==> src/rtl/mas_pkg.sv <==
package mas_pkg;

  localparam int DATA_W = 32;
  localparam int IDX_W  = 3;
  localparam int DIM_W  = 4;
  localparam int OP_W   = 3;
  localparam int CFG_IDX_W = 4;

  localparam logic [OP_W-1:0] OP_LOAD_A = 3'd0;
  localparam logic [OP_W-1:0] OP_LOAD_B = 3'd1;
  localparam logic [OP_W-1:0] OP_ADD    = 3'd2;
  localparam logic [OP_W-1:0] OP_SUB    = 3'd3;
  localparam logic [OP_W-1:0] OP_MUL    = 3'd4;

  localparam logic [CFG_IDX_W-1:0] REG_ROWS_A = 4'd0;
  localparam logic [CFG_IDX_W-1:0] REG_COLS_A = 4'd1;
  localparam logic [CFG_IDX_W-1:0] REG_ROWS_B = 4'd2;
  localparam logic [CFG_IDX_W-1:0] REG_COLS_B = 4'd3;

  localparam logic [DIM_W-1:0] DIM_RESET = 4'd8;

  typedef struct packed {
    logic [OP_W-1:0]          opcode;
    logic [IDX_W-1:0]         row_index;
    logic [IDX_W-1:0]         col_index;
    logic signed [DATA_W-1:0] element_value;
  } in_item_t;

  typedef struct packed {
    logic signed [DATA_W-1:0] result_value;
    logic [IDX_W-1:0]         result_row;
    logic [IDX_W-1:0]         result_col;
    logic                     status;
    logic                     last;
  } result_t;

  // controller -> datapath
  typedef struct packed {
    logic             we_a;
    logic             we_b;
    logic             rd_valid;
    logic             err;
    logic             op_mul;
    logic             op_sub;
    logic             first;
    logic             last_k;
    logic             last_el;
    logic [IDX_W-1:0] row_a;
    logic [IDX_W-1:0] col_a;
    logic [IDX_W-1:0] row_b;
    logic [IDX_W-1:0] col_b;
  } ctl_cmd_t;

  // datapath -> controller
  typedef struct packed {
    logic pipe_busy;
  } dp_status_t;

endpackage

==> src/rtl/mas_ctrl.sv <==
module mas_ctrl #(
  parameter int MAX_DIM = 8
) (
  input  logic                               clk,
  input  logic                               rst,
  input  logic                               start,
  output logic                               busy,
  input  mas_pkg::in_item_t                  item,
  input  logic                               cfg_valid,
  output logic                               cfg_ready,
  input  logic [mas_pkg::CFG_IDX_W-1:0]      cfg_index,
  input  logic [mas_pkg::DIM_W-1:0]          cfg_data,
  input  mas_pkg::dp_status_t                dp_status,
  output mas_pkg::ctl_cmd_t                  cmd
);

  localparam int CAP_I = (MAX_DIM < 8) ? MAX_DIM : 8;
  localparam logic [mas_pkg::DIM_W-1:0] CAP = mas_pkg::DIM_W'(CAP_I);

  localparam logic ST_IDLE = 1'b0;
  localparam logic ST_RUN  = 1'b1;

  function automatic logic [mas_pkg::DIM_W-1:0] eff(input logic [mas_pkg::DIM_W-1:0] v);
    logic [mas_pkg::DIM_W-1:0] r;
    if (v == '0) begin
      r = 4'd1;
    end else if (v > CAP) begin
      r = CAP;
    end else begin
      r = v;
    end
    return r;
  endfunction

  logic                            state;
  logic                            state_next;
  logic [mas_pkg::DIM_W-1:0]       rows_a, cols_a, rows_b, cols_b;
  logic [mas_pkg::DIM_W-1:0]       nr, nc, nk;
  logic                            op_mul, op_sub;
  logic [mas_pkg::IDX_W-1:0]       i, j, k;

  logic                            accept;
  logic                            in_range;
  logic                            is_mul, is_addsub, conform;
  logic [mas_pkg::DIM_W-1:0]       ra, ca, rb, cb;
  logic                            end_k, end_j, end_i;

  assign cfg_ready = 1'b1;
  assign accept    = start && !busy;
  assign busy      = (state == ST_RUN) || dp_status.pipe_busy;

  assign ra = eff(rows_a);
  assign ca = eff(cols_a);
  assign rb = eff(rows_b);
  assign cb = eff(cols_b);

  assign in_range  = (int'(item.row_index) < MAX_DIM) && (int'(item.col_index) < MAX_DIM);
  assign is_mul    = (item.opcode == mas_pkg::OP_MUL);
  assign is_addsub = (item.opcode == mas_pkg::OP_ADD) || (item.opcode == mas_pkg::OP_SUB);
  assign conform   = is_mul ? (ca == rb) : ((ra == rb) && (ca == cb));

  assign end_k = (mas_pkg::DIM_W'(k) + 4'd1) == nk;
  assign end_j = (mas_pkg::DIM_W'(j) + 4'd1) == nc;
  assign end_i = (mas_pkg::DIM_W'(i) + 4'd1) == nr;

  always_comb begin
    cmd         = '0;
    cmd.we_a    = accept && (item.opcode == mas_pkg::OP_LOAD_A) && in_range;
    cmd.we_b    = accept && (item.opcode == mas_pkg::OP_LOAD_B) && in_range;
    cmd.err     = accept && (is_mul || is_addsub) && !conform;
    cmd.op_mul  = op_mul;
    cmd.op_sub  = op_sub;
    cmd.first   = (k == '0);
    cmd.last_k  = end_k;
    cmd.last_el = end_k && end_j && end_i;
    cmd.row_a   = i;
    cmd.col_a   = op_mul ? k : j;
    cmd.row_b   = op_mul ? k : i;
    cmd.col_b   = j;
    cmd.rd_valid = (state == ST_RUN);
  end

  always_comb begin
    state_next = state;
    case (state)
      ST_IDLE: begin
        if (accept && (is_mul || is_addsub) && conform) begin
          state_next = ST_RUN;
        end
      end
      ST_RUN: begin
        if (end_k && end_j && end_i) begin
          state_next = ST_IDLE;
        end
      end
      default: state_next = ST_IDLE;
    endcase
  end

  always_ff @(posedge clk) begin
    if (rst) begin
      state  <= ST_IDLE;
      rows_a <= mas_pkg::DIM_RESET;
      cols_a <= mas_pkg::DIM_RESET;
      rows_b <= mas_pkg::DIM_RESET;
      cols_b <= mas_pkg::DIM_RESET;
      i      <= '0;
      j      <= '0;
      k      <= '0;
      op_mul <= 1'b0;
      op_sub <= 1'b0;
      nr     <= 4'd1;
      nc     <= 4'd1;
      nk     <= 4'd1;
    end else begin
      state <= state_next;
      if (cfg_valid) begin
        case (cfg_index)
          mas_pkg::REG_ROWS_A: rows_a <= cfg_data;
          mas_pkg::REG_COLS_A: cols_a <= cfg_data;
          mas_pkg::REG_ROWS_B: rows_b <= cfg_data;
          mas_pkg::REG_COLS_B: cols_b <= cfg_data;
          default: ;
        endcase
      end
      if (state == ST_IDLE) begin
        if (accept && (is_mul || is_addsub) && conform) begin
          op_mul <= is_mul;
          op_sub <= (item.opcode == mas_pkg::OP_SUB);
          nr     <= ra;
          nc     <= is_mul ? cb : ca;
          nk     <= is_mul ? ca : 4'd1;   // add/sub: one step per element
          i      <= '0;
          j      <= '0;
          k      <= '0;
        end
      end else begin
        if (end_k) begin
          k <= '0;
          if (end_j) begin
            j <= '0;
            i <= i + 3'd1;
          end else begin
            j <= j + 3'd1;
          end
        end else begin
          k <= k + 3'd1;
        end
      end
    end
  end

endmodule

==> config.mk <==
export PLATFORM = sky130hd
export DESIGN_NAME = mas_ctrl
export DESIGN_NICKNAME = d
export VERILOG_FILES = /design/src/rtl/mas_pkg.sv /design/src/rtl/mas_ctrl.sv
export SDC_FILE = /design/constraint.sdc
export NUM_CORES = 1
export LEC_CHECK = 0
export BUFFER_PORTS_ARGS = -buffer_cell sky130_fd_sc_hd__buf_2
export CAP_MARGIN = 20
export CELL_PAD_IN_SITES_DETAIL_PLACEMENT = 1
export CELL_PAD_IN_SITES_GLOBAL_PLACEMENT = 1
export CORE_AREA = 5 5 84 86
export CTS_CLUSTER_DIAMETER = 30
export DETAILED_ROUTE_END_ITERATION = 8
export DIE_AREA = 0 0 89 91
export PLACE_DENSITY = 0.83
export SETUP_SLACK_MARGIN = 0.5
export SLEW_MARGIN = 10
export SYNTH_ARGS = -nofsm -noshare
export SYNTH_HDL_FRONTEND = slang
export SYNTH_SLANG_ARGS = --single-unit
==> constraint.sdc <==
create_clock -name clk -period 5.4 [get_ports clk]
set_input_delay 0.54 -clock clk [delete_from_list [all_inputs] [get_ports clk]]
set_output_delay 0.54 -clock clk [all_outputs]
set_load 0.02 [all_outputs]
==> summary.txt <==
Power
  • PwrDens: 218 mW/mm^2
  • Lkg Pwr: 0.973 nW
  • VDD IR max: 0.000147 V

Yosys
  • Async S/R FF share, synth: 0%
  • Post-synthesis sequential area ratio: around 34%
  • EDFF count, synth: 0
  • Syn avg cell area: 8.07 sq um
  • Syn Nets: around 350
  • Register bit total from synthesis: 40
  • Cell Area, Synth: 0.00234 sq mm
  • Top FF cell, synth: dfxtp_1
  • Yosys cell types: 53
  • Ys Warns: 0
  • Synth Instances: 290

Worst setup path
  • Crit end category: output pin
  • CP startpoint kind: register
  • Type of the worst setup path: reg -> out
  • Crit path DAT: 2.46 ns
  • Critical Path RT: 4.86 ns
  • Max stage delay cell, worst path: or4_4
  • Crit-path max cell delay: 0.51 ns
  • Maximum fanout along the worst path: 14
  • Critical Path, Cell by Cell: o21ba_1 -> or4_4 -> a2111oi_4 -> a41o_1 -> nor2_1 -> buf_2

STA
  • Final hold slack: between 0.4 and 0.5 ns
  • RSZ-0062 raised after global routing: false
  • Tcrit/Tclk final: 55.6%
  • Worst Max-Slew Pin Slew: approximately 0.92 ns
  • Worst slew margin: about two fifths
  • Slew Limit Fails: 0
  • Clock period minus worst slack: 3.00 ns
  • Clk_skew: 0.00907 ns
  • Setup tns final: 0 ns
  • Maximum clock rate: 333 MHz
  • Hold violation count in the final report: 0
  • Setup-failing EPs final: 0

CTS
  • Num CTS Buffers: 5
  • Skew-Pair Late Insertion Delay: between 0.2 and 0.3 ns
  • CTS tree: yes
  • Resize count post-CTS: 0
  • Reg clk slew, reported paths: 0.07 ns
  • # Post-CTS Setup Buffers: 0
  • Clk sinks: 40
  • H-tree lvl count: 2
  • Clock root buffer: clkbuf_8
  • CTS max path bufs: 2
  • Cts hold-fix bufs: 0

Placed design
  • Post-DP Area: 0.00254 sq mm
  • Port buffer count: 37
  • HPWL after DPL: 4.63 mm
  • GPL Wtd Cong: 0.784

Status
  • Status: completed

Floorplanning
  • Initial Utilization: 37.7%
  • Io pins: 77
  • Die Wd: approximately 90 microns
  • Placement row count: 29
  • Die area: between 0.008 and 0.009 sq mm
  • Placeable Area: 0.00620 sq mm
  • Die height: 91 microns

Layout
  • Commonest non-fill, non-tap cells in the layout: dfxtp_1 (40), buf_2 (37), nor2_1 (26)
  • Final-stage net count: 374
  • Fill cells: 791
  • Layout cells sized above 1: 17.1%
  • Commonest non-fill, non-tap cell in the layout: dfxtp_1
  • Final Cell Area: 0.00262 sq mm
  • Synth-to-Final Area Change: 11.8%
  • Inserted Diodes: 0

Detailed routing
  • DRC viols: 0
  • Post-DRT Antenna Nets: 0
  • Drt pass-1 iters: 4
  • Final wirelength: around 6.2 mm
  • Via count: 2168
  • DR iter-0 viols: 63
  • Wire length per cell: between 15 and 20 microns
  • Post-DR vias/cell: 5.52

Hold path
  • Hold crit path type: reg -> reg

Job
  • Max cap viols: 0

Global routing
  • Largest net degree at the start of global routing: 36
  • Gr ovfl total: 0
  • Gr usage total: 16.0%
  • Global-route wire length before repair: 10.4 mm
  • Vias in the first global route: 2240
  • Initial antenna violation count: 0
==> final timing paths <==
check                               start   endpoint  slack, ns  cells past startpoint
worst min-delay path            rows_b[0]  rows_b[0]       0.48                      2
worst max-delay path            rows_b[1]    cmd[17]       2.40                      6
worst max register to register  rows_b[1]      nr[0]       2.74                      6
worst min register to register  rows_b[0]  rows_b[0]       0.48                      2
==> cell type report <==
type                       instances  area (sq um)  share of cell area (%)
timing repair buffer              40           208                    7.94
inverter                          12          45.0                    1.72
multi-input combinational        217          1390                    53.1
tap                               77          96.3                    3.68
clock buffer                       6          72.6                    2.78
sequential                        40           801                    30.6
clock inverter                     1          5.00                   0.191
==> stage by stage <==
step / util [%] / power (W) / setup WS, ns / std cells
2_1_floorplan: - / 0.000364 / 2.93 / 290
3_3_place_gp: 40.9 / 0.000384 / 2.71 / 386
3_5_place_dp: 40.9 / 0.000386 / 2.66 / 386
4_1_cts: 42.1 / 0.000575 / 2.38 / 393
5_1_grt: 42.1 / 0.000597 / 2.27 / 393
6_report: 42.1 / 0.000570 / 2.40 / 393
==> power breakdown <==
group | leakage (nW) | internal (W) | switching (W)
clock | 0.0410 | 0.0000880 | 0.000103
combinational | 0.608 | 0.0000248 | 0.0000487
sequential | 0.323 | 0.000299 | 0.00000598
total | 0.973 | 0.000412 | 0.000158
==> metal layers <==
| layer | share of wire [%] | up-vias | GRT usage, % |
|---|---|---|---|
| met1 | 45 | 1052 | 18.9 |
| met3 | 3.8 | 7 | 3.17 |
| met4 | 1.0 | 0 | 3.85 |
| met5 | 0 | - | 0 |
| met2 | 50 | 34 | 29.0 |
| li1 | - | 1075 | - |
==> synthesized netlist by cell type (3+ instances only) <==
library cell	count	area [sq um]
o22ai_1	3	18.8
nand3b_1	3	22.5
a21oi_1	24	120
dfxtp_1	40	801
clkbuf_1	14	52.6
nor2b_1	9	56.3
inv_1	11	41.3
nor4_1	6	37.5
nor3_1	8	40.0
o211ai_1	7	52.6
nand4_1	4	25.0
o21ai_0	19	95.1
nor3b_1	3	22.5
mux2i_1	13	130
xnor2_1	13	114
ha_1	4	50.1
nor2_1	26	97.6
nand3_1	12	60.1
xor2_1	6	52.6
buf_4	5	37.5
nand2_1	22	82.6
==> kinds of logic after synthesis <==
group,count (synthesis),share of synthesized area (%)
adders and majority gates,4,2.14
xor gates and xnor gates,19,7.11
and+or+nand+nor,105,22.8
buffers and inverters,33,6.47
other,1,0.160
muxes,13,5.56
DFF,40,34.2
AOI/OAI and AO/OA,75,21.5
==> worst max-delay path: cells and delay by family (launching register included) <==
family / cells / cell delay (ns)
compound gates: 3 / 1.07
simple gates: 2 / 0.58
flops: 1 / 0.35
buf+inv: 1 / 0.17
==> flip-flops by register name, summed over array words and instances, names as in the netlist, 4 cells and up <==
name    cells
cols_a      4
cols_b      4
nc          4
nk          4
nr          4
rows_a      4
rows_b      4
(Power assumes the default switching activity.)
