==> config.mk <==
export PLATFORM = sky130hd
export DESIGN_NAME = mas_dp
export DESIGN_NICKNAME = d
export VERILOG_FILES = /design/src/rtl/mas_pkg.sv /design/src/rtl/mas_ram.sv /design/src/rtl/mas_dp.sv
export SDC_FILE = /design/constraint.sdc
export NUM_CORES = 2
export LEC_CHECK = 0
export BUFFER_PORTS_ARGS = -buffer_cell sky130_fd_sc_hd__buf_2
export CAP_MARGIN = 0
export CORE_MARGIN = 4
export CORE_UTILIZATION = 63
export DETAILED_ROUTE_END_ITERATION = 16
export PLACE_DENSITY = 0.76
export SYNTH_ARGS = -nofsm -noshare
export SYNTH_HDL_FRONTEND = slang
export SYNTH_SLANG_ARGS = --single-unit
==> constraint.sdc <==
create_clock -name clk -period 8.1 [get_ports clk]
set_input_delay 0.81 -clock clk [delete_from_list [all_inputs] [get_ports clk]]
set_output_delay 0.81 -clock clk [all_outputs]
set_load 0.02 [all_outputs]
==> src/rtl/mas_pkg.sv <==
package mas_pkg;

  localparam int DATA_W = 32;
  localparam int IDX_W  = 3;
  localparam int DIM_W  = 4;
  localparam int OP_W   = 3;
  localparam int CFG_IDX_W = 4;

  localparam logic [OP_W-1:0] OP_LOAD_A = 3'd0;
  localparam logic [OP_W-1:0] OP_LOAD_B = 3'd1;
  localparam logic [OP_W-1:0] OP_ADD    = 3'd2;
  localparam logic [OP_W-1:0] OP_SUB    = 3'd3;
  localparam logic [OP_W-1:0] OP_MUL    = 3'd4;

  localparam logic [CFG_IDX_W-1:0] REG_ROWS_A = 4'd0;
  localparam logic [CFG_IDX_W-1:0] REG_COLS_A = 4'd1;
  localparam logic [CFG_IDX_W-1:0] REG_ROWS_B = 4'd2;
  localparam logic [CFG_IDX_W-1:0] REG_COLS_B = 4'd3;

  localparam logic [DIM_W-1:0] DIM_RESET = 4'd8;

  typedef struct packed {
    logic [OP_W-1:0]          opcode;
    logic [IDX_W-1:0]         row_index;
    logic [IDX_W-1:0]         col_index;
    logic signed [DATA_W-1:0] element_value;
  } in_item_t;

  typedef struct packed {
    logic signed [DATA_W-1:0] result_value;
    logic [IDX_W-1:0]         result_row;
    logic [IDX_W-1:0]         result_col;
    logic                     status;
    logic                     last;
  } result_t;

  // controller -> datapath
  typedef struct packed {
    logic             we_a;
    logic             we_b;
    logic             rd_valid;
    logic             err;
    logic             op_mul;
    logic             op_sub;
    logic             first;
    logic             last_k;
    logic             last_el;
    logic [IDX_W-1:0] row_a;
    logic [IDX_W-1:0] col_a;
    logic [IDX_W-1:0] row_b;
    logic [IDX_W-1:0] col_b;
  } ctl_cmd_t;

  // datapath -> controller
  typedef struct packed {
    logic pipe_busy;
  } dp_status_t;

endpackage

==> src/rtl/mas_ram.sv <==
module mas_ram #(
  parameter int WIDTH = 32,
  parameter int DEPTH = 64,
  localparam int AW = (DEPTH > 1) ? $clog2(DEPTH) : 1
) (
  input  logic                   clk,
  input  logic                   we,
  input  logic [AW-1:0]          waddr,
  input  logic [WIDTH-1:0]       wdata,
  input  logic [AW-1:0]          raddr,
  output logic [WIDTH-1:0]       rdata
);

  logic [WIDTH-1:0] mem [DEPTH];

  always_ff @(posedge clk) begin
    if (we) begin
      mem[waddr] <= wdata;
    end
    rdata <= mem[raddr];
  end

endmodule

==> src/rtl/mas_dp.sv <==
module mas_dp #(
  parameter int MAX_DIM = 8
) (
  input  logic                clk,
  input  logic                rst,
  input  mas_pkg::in_item_t   item,
  input  mas_pkg::ctl_cmd_t   cmd,
  output mas_pkg::dp_status_t dp_status,
  output mas_pkg::result_t    result,
  output logic                result_strobe
);

  localparam int DEPTH = MAX_DIM * MAX_DIM;
  localparam int AW    = (DEPTH > 1) ? $clog2(DEPTH) : 1;

  function automatic logic [AW-1:0] mk_addr(input logic [mas_pkg::IDX_W-1:0] r,
                                            input logic [mas_pkg::IDX_W-1:0] c);
    return AW'(r) * AW'(MAX_DIM) + AW'(c);
  endfunction

  logic [mas_pkg::DATA_W-1:0] a_rdata, b_rdata;
  logic [AW-1:0]              waddr;

  // read stage (RAM output valid alongside these)
  logic                       s1_valid, s1_err, s1_mul, s1_sub;
  logic                       s1_first, s1_last_k, s1_last_el;
  logic [mas_pkg::IDX_W-1:0]  s1_row, s1_col;
  logic [mas_pkg::DATA_W-1:0] s1_val;

  // operation stage
  logic                       s2_valid, s2_err;
  logic                       s2_first, s2_last_k, s2_last_el;
  logic [mas_pkg::IDX_W-1:0]  s2_row, s2_col;
  logic [mas_pkg::DATA_W-1:0] s2_val;

  logic [mas_pkg::DATA_W-1:0] acc;
  logic [mas_pkg::DATA_W-1:0] acc_sum;

  assign waddr = mk_addr(item.row_index, item.col_index);

  mas_ram #(.WIDTH(mas_pkg::DATA_W), .DEPTH(DEPTH)) u_ram_a (
    .clk   (clk),
    .we    (cmd.we_a),
    .waddr (waddr),
    .wdata (item.element_value),
    .raddr (mk_addr(cmd.row_a, cmd.col_a)),
    .rdata (a_rdata)
  );

  mas_ram #(.WIDTH(mas_pkg::DATA_W), .DEPTH(DEPTH)) u_ram_b (
    .clk   (clk),
    .we    (cmd.we_b),
    .waddr (waddr),
    .wdata (item.element_value),
    .raddr (mk_addr(cmd.row_b, cmd.col_b)),
    .rdata (b_rdata)
  );

  always_comb begin
    if (s1_mul) begin
      s1_val = a_rdata * b_rdata;   // low 32 bits of the product
    end else if (s1_sub) begin
      s1_val = a_rdata - b_rdata;
    end else begin
      s1_val = a_rdata + b_rdata;
    end
  end

  assign acc_sum = s2_first ? s2_val : acc + s2_val;
  assign dp_status.pipe_busy = s1_valid || s2_valid;

  always_ff @(posedge clk) begin
    if (rst) begin
      s1_valid      <= 1'b0;
      s2_valid      <= 1'b0;
      result_strobe <= 1'b0;
    end else begin
      s1_valid      <= cmd.rd_valid || cmd.err;
      s2_valid      <= s1_valid;
      result_strobe <= s2_valid && (s2_err || s2_last_k);
    end
  end

  always_ff @(posedge clk) begin
    s1_err     <= cmd.err;
    s1_mul     <= cmd.op_mul;
    s1_sub     <= cmd.op_sub;
    s1_first   <= cmd.first;
    s1_last_k  <= cmd.last_k;
    s1_last_el <= cmd.last_el;
    s1_row     <= cmd.row_a;
    s1_col     <= cmd.col_b;

    s2_err     <= s1_err;
    s2_first   <= s1_first;
    s2_last_k  <= s1_last_k;
    s2_last_el <= s1_last_el;
    s2_row     <= s1_row;
    s2_col     <= s1_col;
    s2_val     <= s1_val;

    if (s2_valid) begin
      acc <= acc_sum;
    end

    if (s2_err) begin
      result.result_value <= '0;
      result.result_row   <= '0;
      result.result_col   <= '0;
      result.status       <= 1'b1;
      result.last         <= 1'b1;
    end else begin
      result.result_value <= acc_sum;
      result.result_row   <= s2_row;
      result.result_col   <= s2_col;
      result.status       <= 1'b0;
      result.last         <= s2_last_el;
    end
  end

endmodule

==> reports/metrics.cfg <==
[final_layout]
layout-drive-gt1-share_pct = 26.3
area_growth_pct = 11.2
nets = 9624

[synthesis]
syn_nets = 9271
synthArstFlopShare_pct = 0
netlist-cell-type-count = 77
yosysWarnings = 0
synth_top_family_by_area = multiplexers
synthMuxAreaShare_pct = 16.9
syn_area_sq_mm = 0.180
syn_inst = 8610
synth_xor_area_share_pct = 0.799
syn_avg_cell_area_sq_um = 20.9
synth_compound_area_share_pct = 1.19
ys_seq_area_share_pct = 70.7
synth_fa_ha_area_share_pct = 5.86
ys_seq_elements = 4289
synth_edf_count = 4128
synth-simple-area-share_pct = 2.72
ys.flop_type = edfxtp_1

[route]
drt_iter0_drc = 14100
route.detailed.wl_per_inst_um = 36.4
ant_nets = 0
firstDrtPassIters = 8
drt-total-wl_um = 476000
drc = 0
viasPerCell = 6.98
wl_met3_um = 58500
wl_met2_um = 230000
top_layer_used = met5
dr_total_vias = 91300
wl_met1_um = 167000

[sta]
rsz0062_at_grt = no
fmax_mhz = 130
fin_crit_ns = 7.70
fin_crit_sh_pct = 95.0
finalHoldViolations = 0
timing.setup.tns_ns = 0
tightest_slew_ns = 1.33
finalSetupViolCount = 0
setup_slack_ns = 0.405
skew_ns = 0.0616
maxSlewHeadroom_pct = 11.1
drv_slew = 0

[clocking]
cts_tree = built
post_cts_buffers = 0
cts_sinks = 4289
cts_resized = 0
clk_pin_slew_worst_paths_ns = 0.07
clk_latency_ns = 0.96
cts_inserted_buffers = 414
cts.htree.levels = 5
cts-root-buf = clkbuf_16
cts_hold_buf = 7
clk_path_buf_depth = 4

[worst_hold_path]
holdPathStages = 3
hold_path.class = input pin to flip-flop
holdPathEnd = s1_valid
hold_path_startpoint = cmd[18]

[power_and_ir_drop]
p_int_mw = 52.4
power_density_mw_per_mm2 = 420
p_sw_share_pct = 37.6
leakage_nw = 65.7
clockPowerShare_pct = 22.7
irDropWorstVdd_uv = 3970
comb_power_share_pct = 47.2
p_sw_mw = 31.6
p_seq_share_pct = 30.1

[place]
dp_hpwl_um = 253000
place_worst_setup_slack_ns = 0.460
gp_congestion = 0.903
place.port_buffers = 102

[setup_path]
path_class = flip-flop to flip-flop
crit_top_cell = fa_1
crit_required_ns = 8.88
path_cells = buf_4 -> and2_1 -> fa_1 -> inv_1 -> fa_1 -> fa_1 -> fa_1 -> inv_1 -> ha_1 -> ha_1 -> fa_1 -> fa_1 -> ha_1 -> nand3_1 -> o31ai_1 -> a21oi_2 -> nor4_1 -> a211oi_2 -> nor2_1 -> a311oi_1 -> xnor2_1 -> mux2i_1
critPathMaxStageDelay_ns = 0.94
worstReg2RegStart = u_ram_a.rdata[8]
worstSetupEndpointType = flip-flop
cp_max_fo = 16
r2r_slack_ns = 0.40
critPathLaunchType = flip-flop
slowest_stage = dfxtp_1
rr_worst_depth = 22
r2r-end = s2_val[31]
critPathArrivalTime_ns = 8.47

[global_routing]
track_usage_pct = 32.9
grt_first_pass_wirelength_um = 685000
grt_start_max_net_pins = 113
grt_overflow = 0
grt_pass1_vias = 93700
antenna_found_initial = 49

[floorplan]
start_util_pct = 63.5
rows = 195
die_w_um = 542
core_sq_mm = 0.283
ios = 106
die_h_um = 542
dieArea_sq_mm = 0.294

[run]
drv_cap = 0

[status]
status = completed

-- cells in the mapped netlist, drive strengths merged (11+ instances only) --
cell type | n | area share [%]
a211oi | 16 | 0.075
a21o | 41 | 0.17
a21oi | 91 | 0.26
and2 | 305 | 1.1
buf | 157 | 0.41
clkbuf | 284 | 0.60
dfxtp | 161 | 1.8
edfxtp | 4128 | 69
fa | 410 | 4.6
ha | 187 | 1.3
inv | 404 | 0.84
mux2 | 28 | 0.18
mux2i | 30 | 0.17
mux4 | 1319 | 17
nand2 | 335 | 0.70
nand2b | 11 | 0.038
nand3 | 17 | 0.047
nor2 | 210 | 0.44
nor2b | 51 | 0.18
nor3 | 16 | 0.047
o21a | 16 | 0.067
o21ai | 112 | 0.31
xnor2 | 115 | 0.56
xor2 | 49 | 0.24
-- flip-flops by register name (all words and copies together) (netlist names), 32 cells and up --
name	flops
acc	32
u_ram_b.mem	2048
u_ram_a.mem	2048
u_ram_b.rdata	32
result	40
s2_val	32
u_ram_a.rdata	32
-- worst max-delay path by stage --
stage	startpoint	endpoint	cells past startpoint
2_1_floorplan	u_ram_b.rdata[5]	s2_val[30]	24
3_3_place_gp	u_ram_b.rdata[7]	s2_val[30]	23
3_5_place_dp	u_ram_b.rdata[7]	s2_val[30]	23
4_1_cts	u_ram_a.rdata[1]	s2_val[24]	23
5_1_grt	u_ram_b.rdata[7]	s2_val[30]	23
6_report	u_ram_a.rdata[8]	s2_val[31]	22
-- power by group through the flow --
stage	Sequential, mW	Combinational (mW)	Clock, mW
floorplan	25.7	32.2	0
global placement	25.7	38.7	0
detailed placement	25.8	39.5	0
CTS	25.3	39.7	19.2
global route	25.3	43.0	20.2
finish	25.3	39.7	19.1
-- metal layers --
metal	vias to the layer above	GRT usage (%)
met4	18	12.1
met5	-	0
met2	6972	51.7
li1	35100	-
met3	999	7.62
met1	48200	46.3
-- placed cells by master, fill, tap and decap left out, drive strengths merged, types with 5 or more instances in the layout --
master,n
a211oi,16
a21o,41
a21oi,91
a31oi,7
and2,305
and3,5
buf,372
bufinv,35
clkbuf,531
clkinv,162
clkinvlp,18
dfxtp,161
diode,28
dlygate4sd3,7
edfxtp,4128
fa,410
ha,187
inv,417
mux2,28
mux2i,30
mux4,1319
nand2,335
nand2b,11
nand3,17
nand3b,5
nand4,9
nor2,210
nor2b,51
nor3,16
nor4,9
o21a,16
o21ai,112
o21bai,7
o22ai,6
o31ai,9
or3,9
xnor2,115
xor2,49
-- through the flow --
step	utilization (%)	instances	total power, mW	hold slack (ns)	cell area, sq um
6_report	70.6	13100	84.0	0.0932	200000
5_1_grt	70.6	13100	88.5	0.0904	200000
4_1_cts	70.6	13000	84.2	0.0222	200000
3_5_place_dp	65.9	12300	65.3	0.314	187000
3_3_place_gp	65.9	12300	64.4	0.310	187000
2_1_floorplan	-	8610	57.9	0.310	180000
-- critical path: cells and delay by family (launching register included) --
kind / cells / cell delay, ns
AND/OR/NAND/NOR: 4 / 0.93
XOR/XNOR: 1 / 0.26
AO/OA/AOI/OAI: 4 / 1.01
adder cells (fa/ha/maj): 9 / 3.78
multiplexers: 1 / 0.12
flip-flops: 1 / 0.94
buffers and inverters: 3 / 0.45
-- cell families (layout without fill, tap and decap cells) --
kind of cell / after synthesis / after routing
multiplexers: 1377 / 1377
other: 0 / 28
AO/OA/AOI/OAI: 339 / 339
buffers and inverters: 847 / 1542
flip-flops: 4289 / 4289
AND/OR/NAND/NOR: 997 / 997
adder cells (fa/ha/maj): 597 / 597
XOR/XNOR: 164 / 164
-- final cells by class --
type | count | area [sq um]
Antenna cell | 28 | 70.1
Clock buffer | 531 | 11000
Clock inverter | 227 | 2220
Fill cell | 15900 | 83300
Inverter | 405 | 1520
Multi-Input combinational cell | 3474 | 50300
Sequential cell | 4289 | 127000
Tap cell | 3743 | 4680
Timing Repair Buffer | 379 | 2990
(Power assumes the default switching activity.)
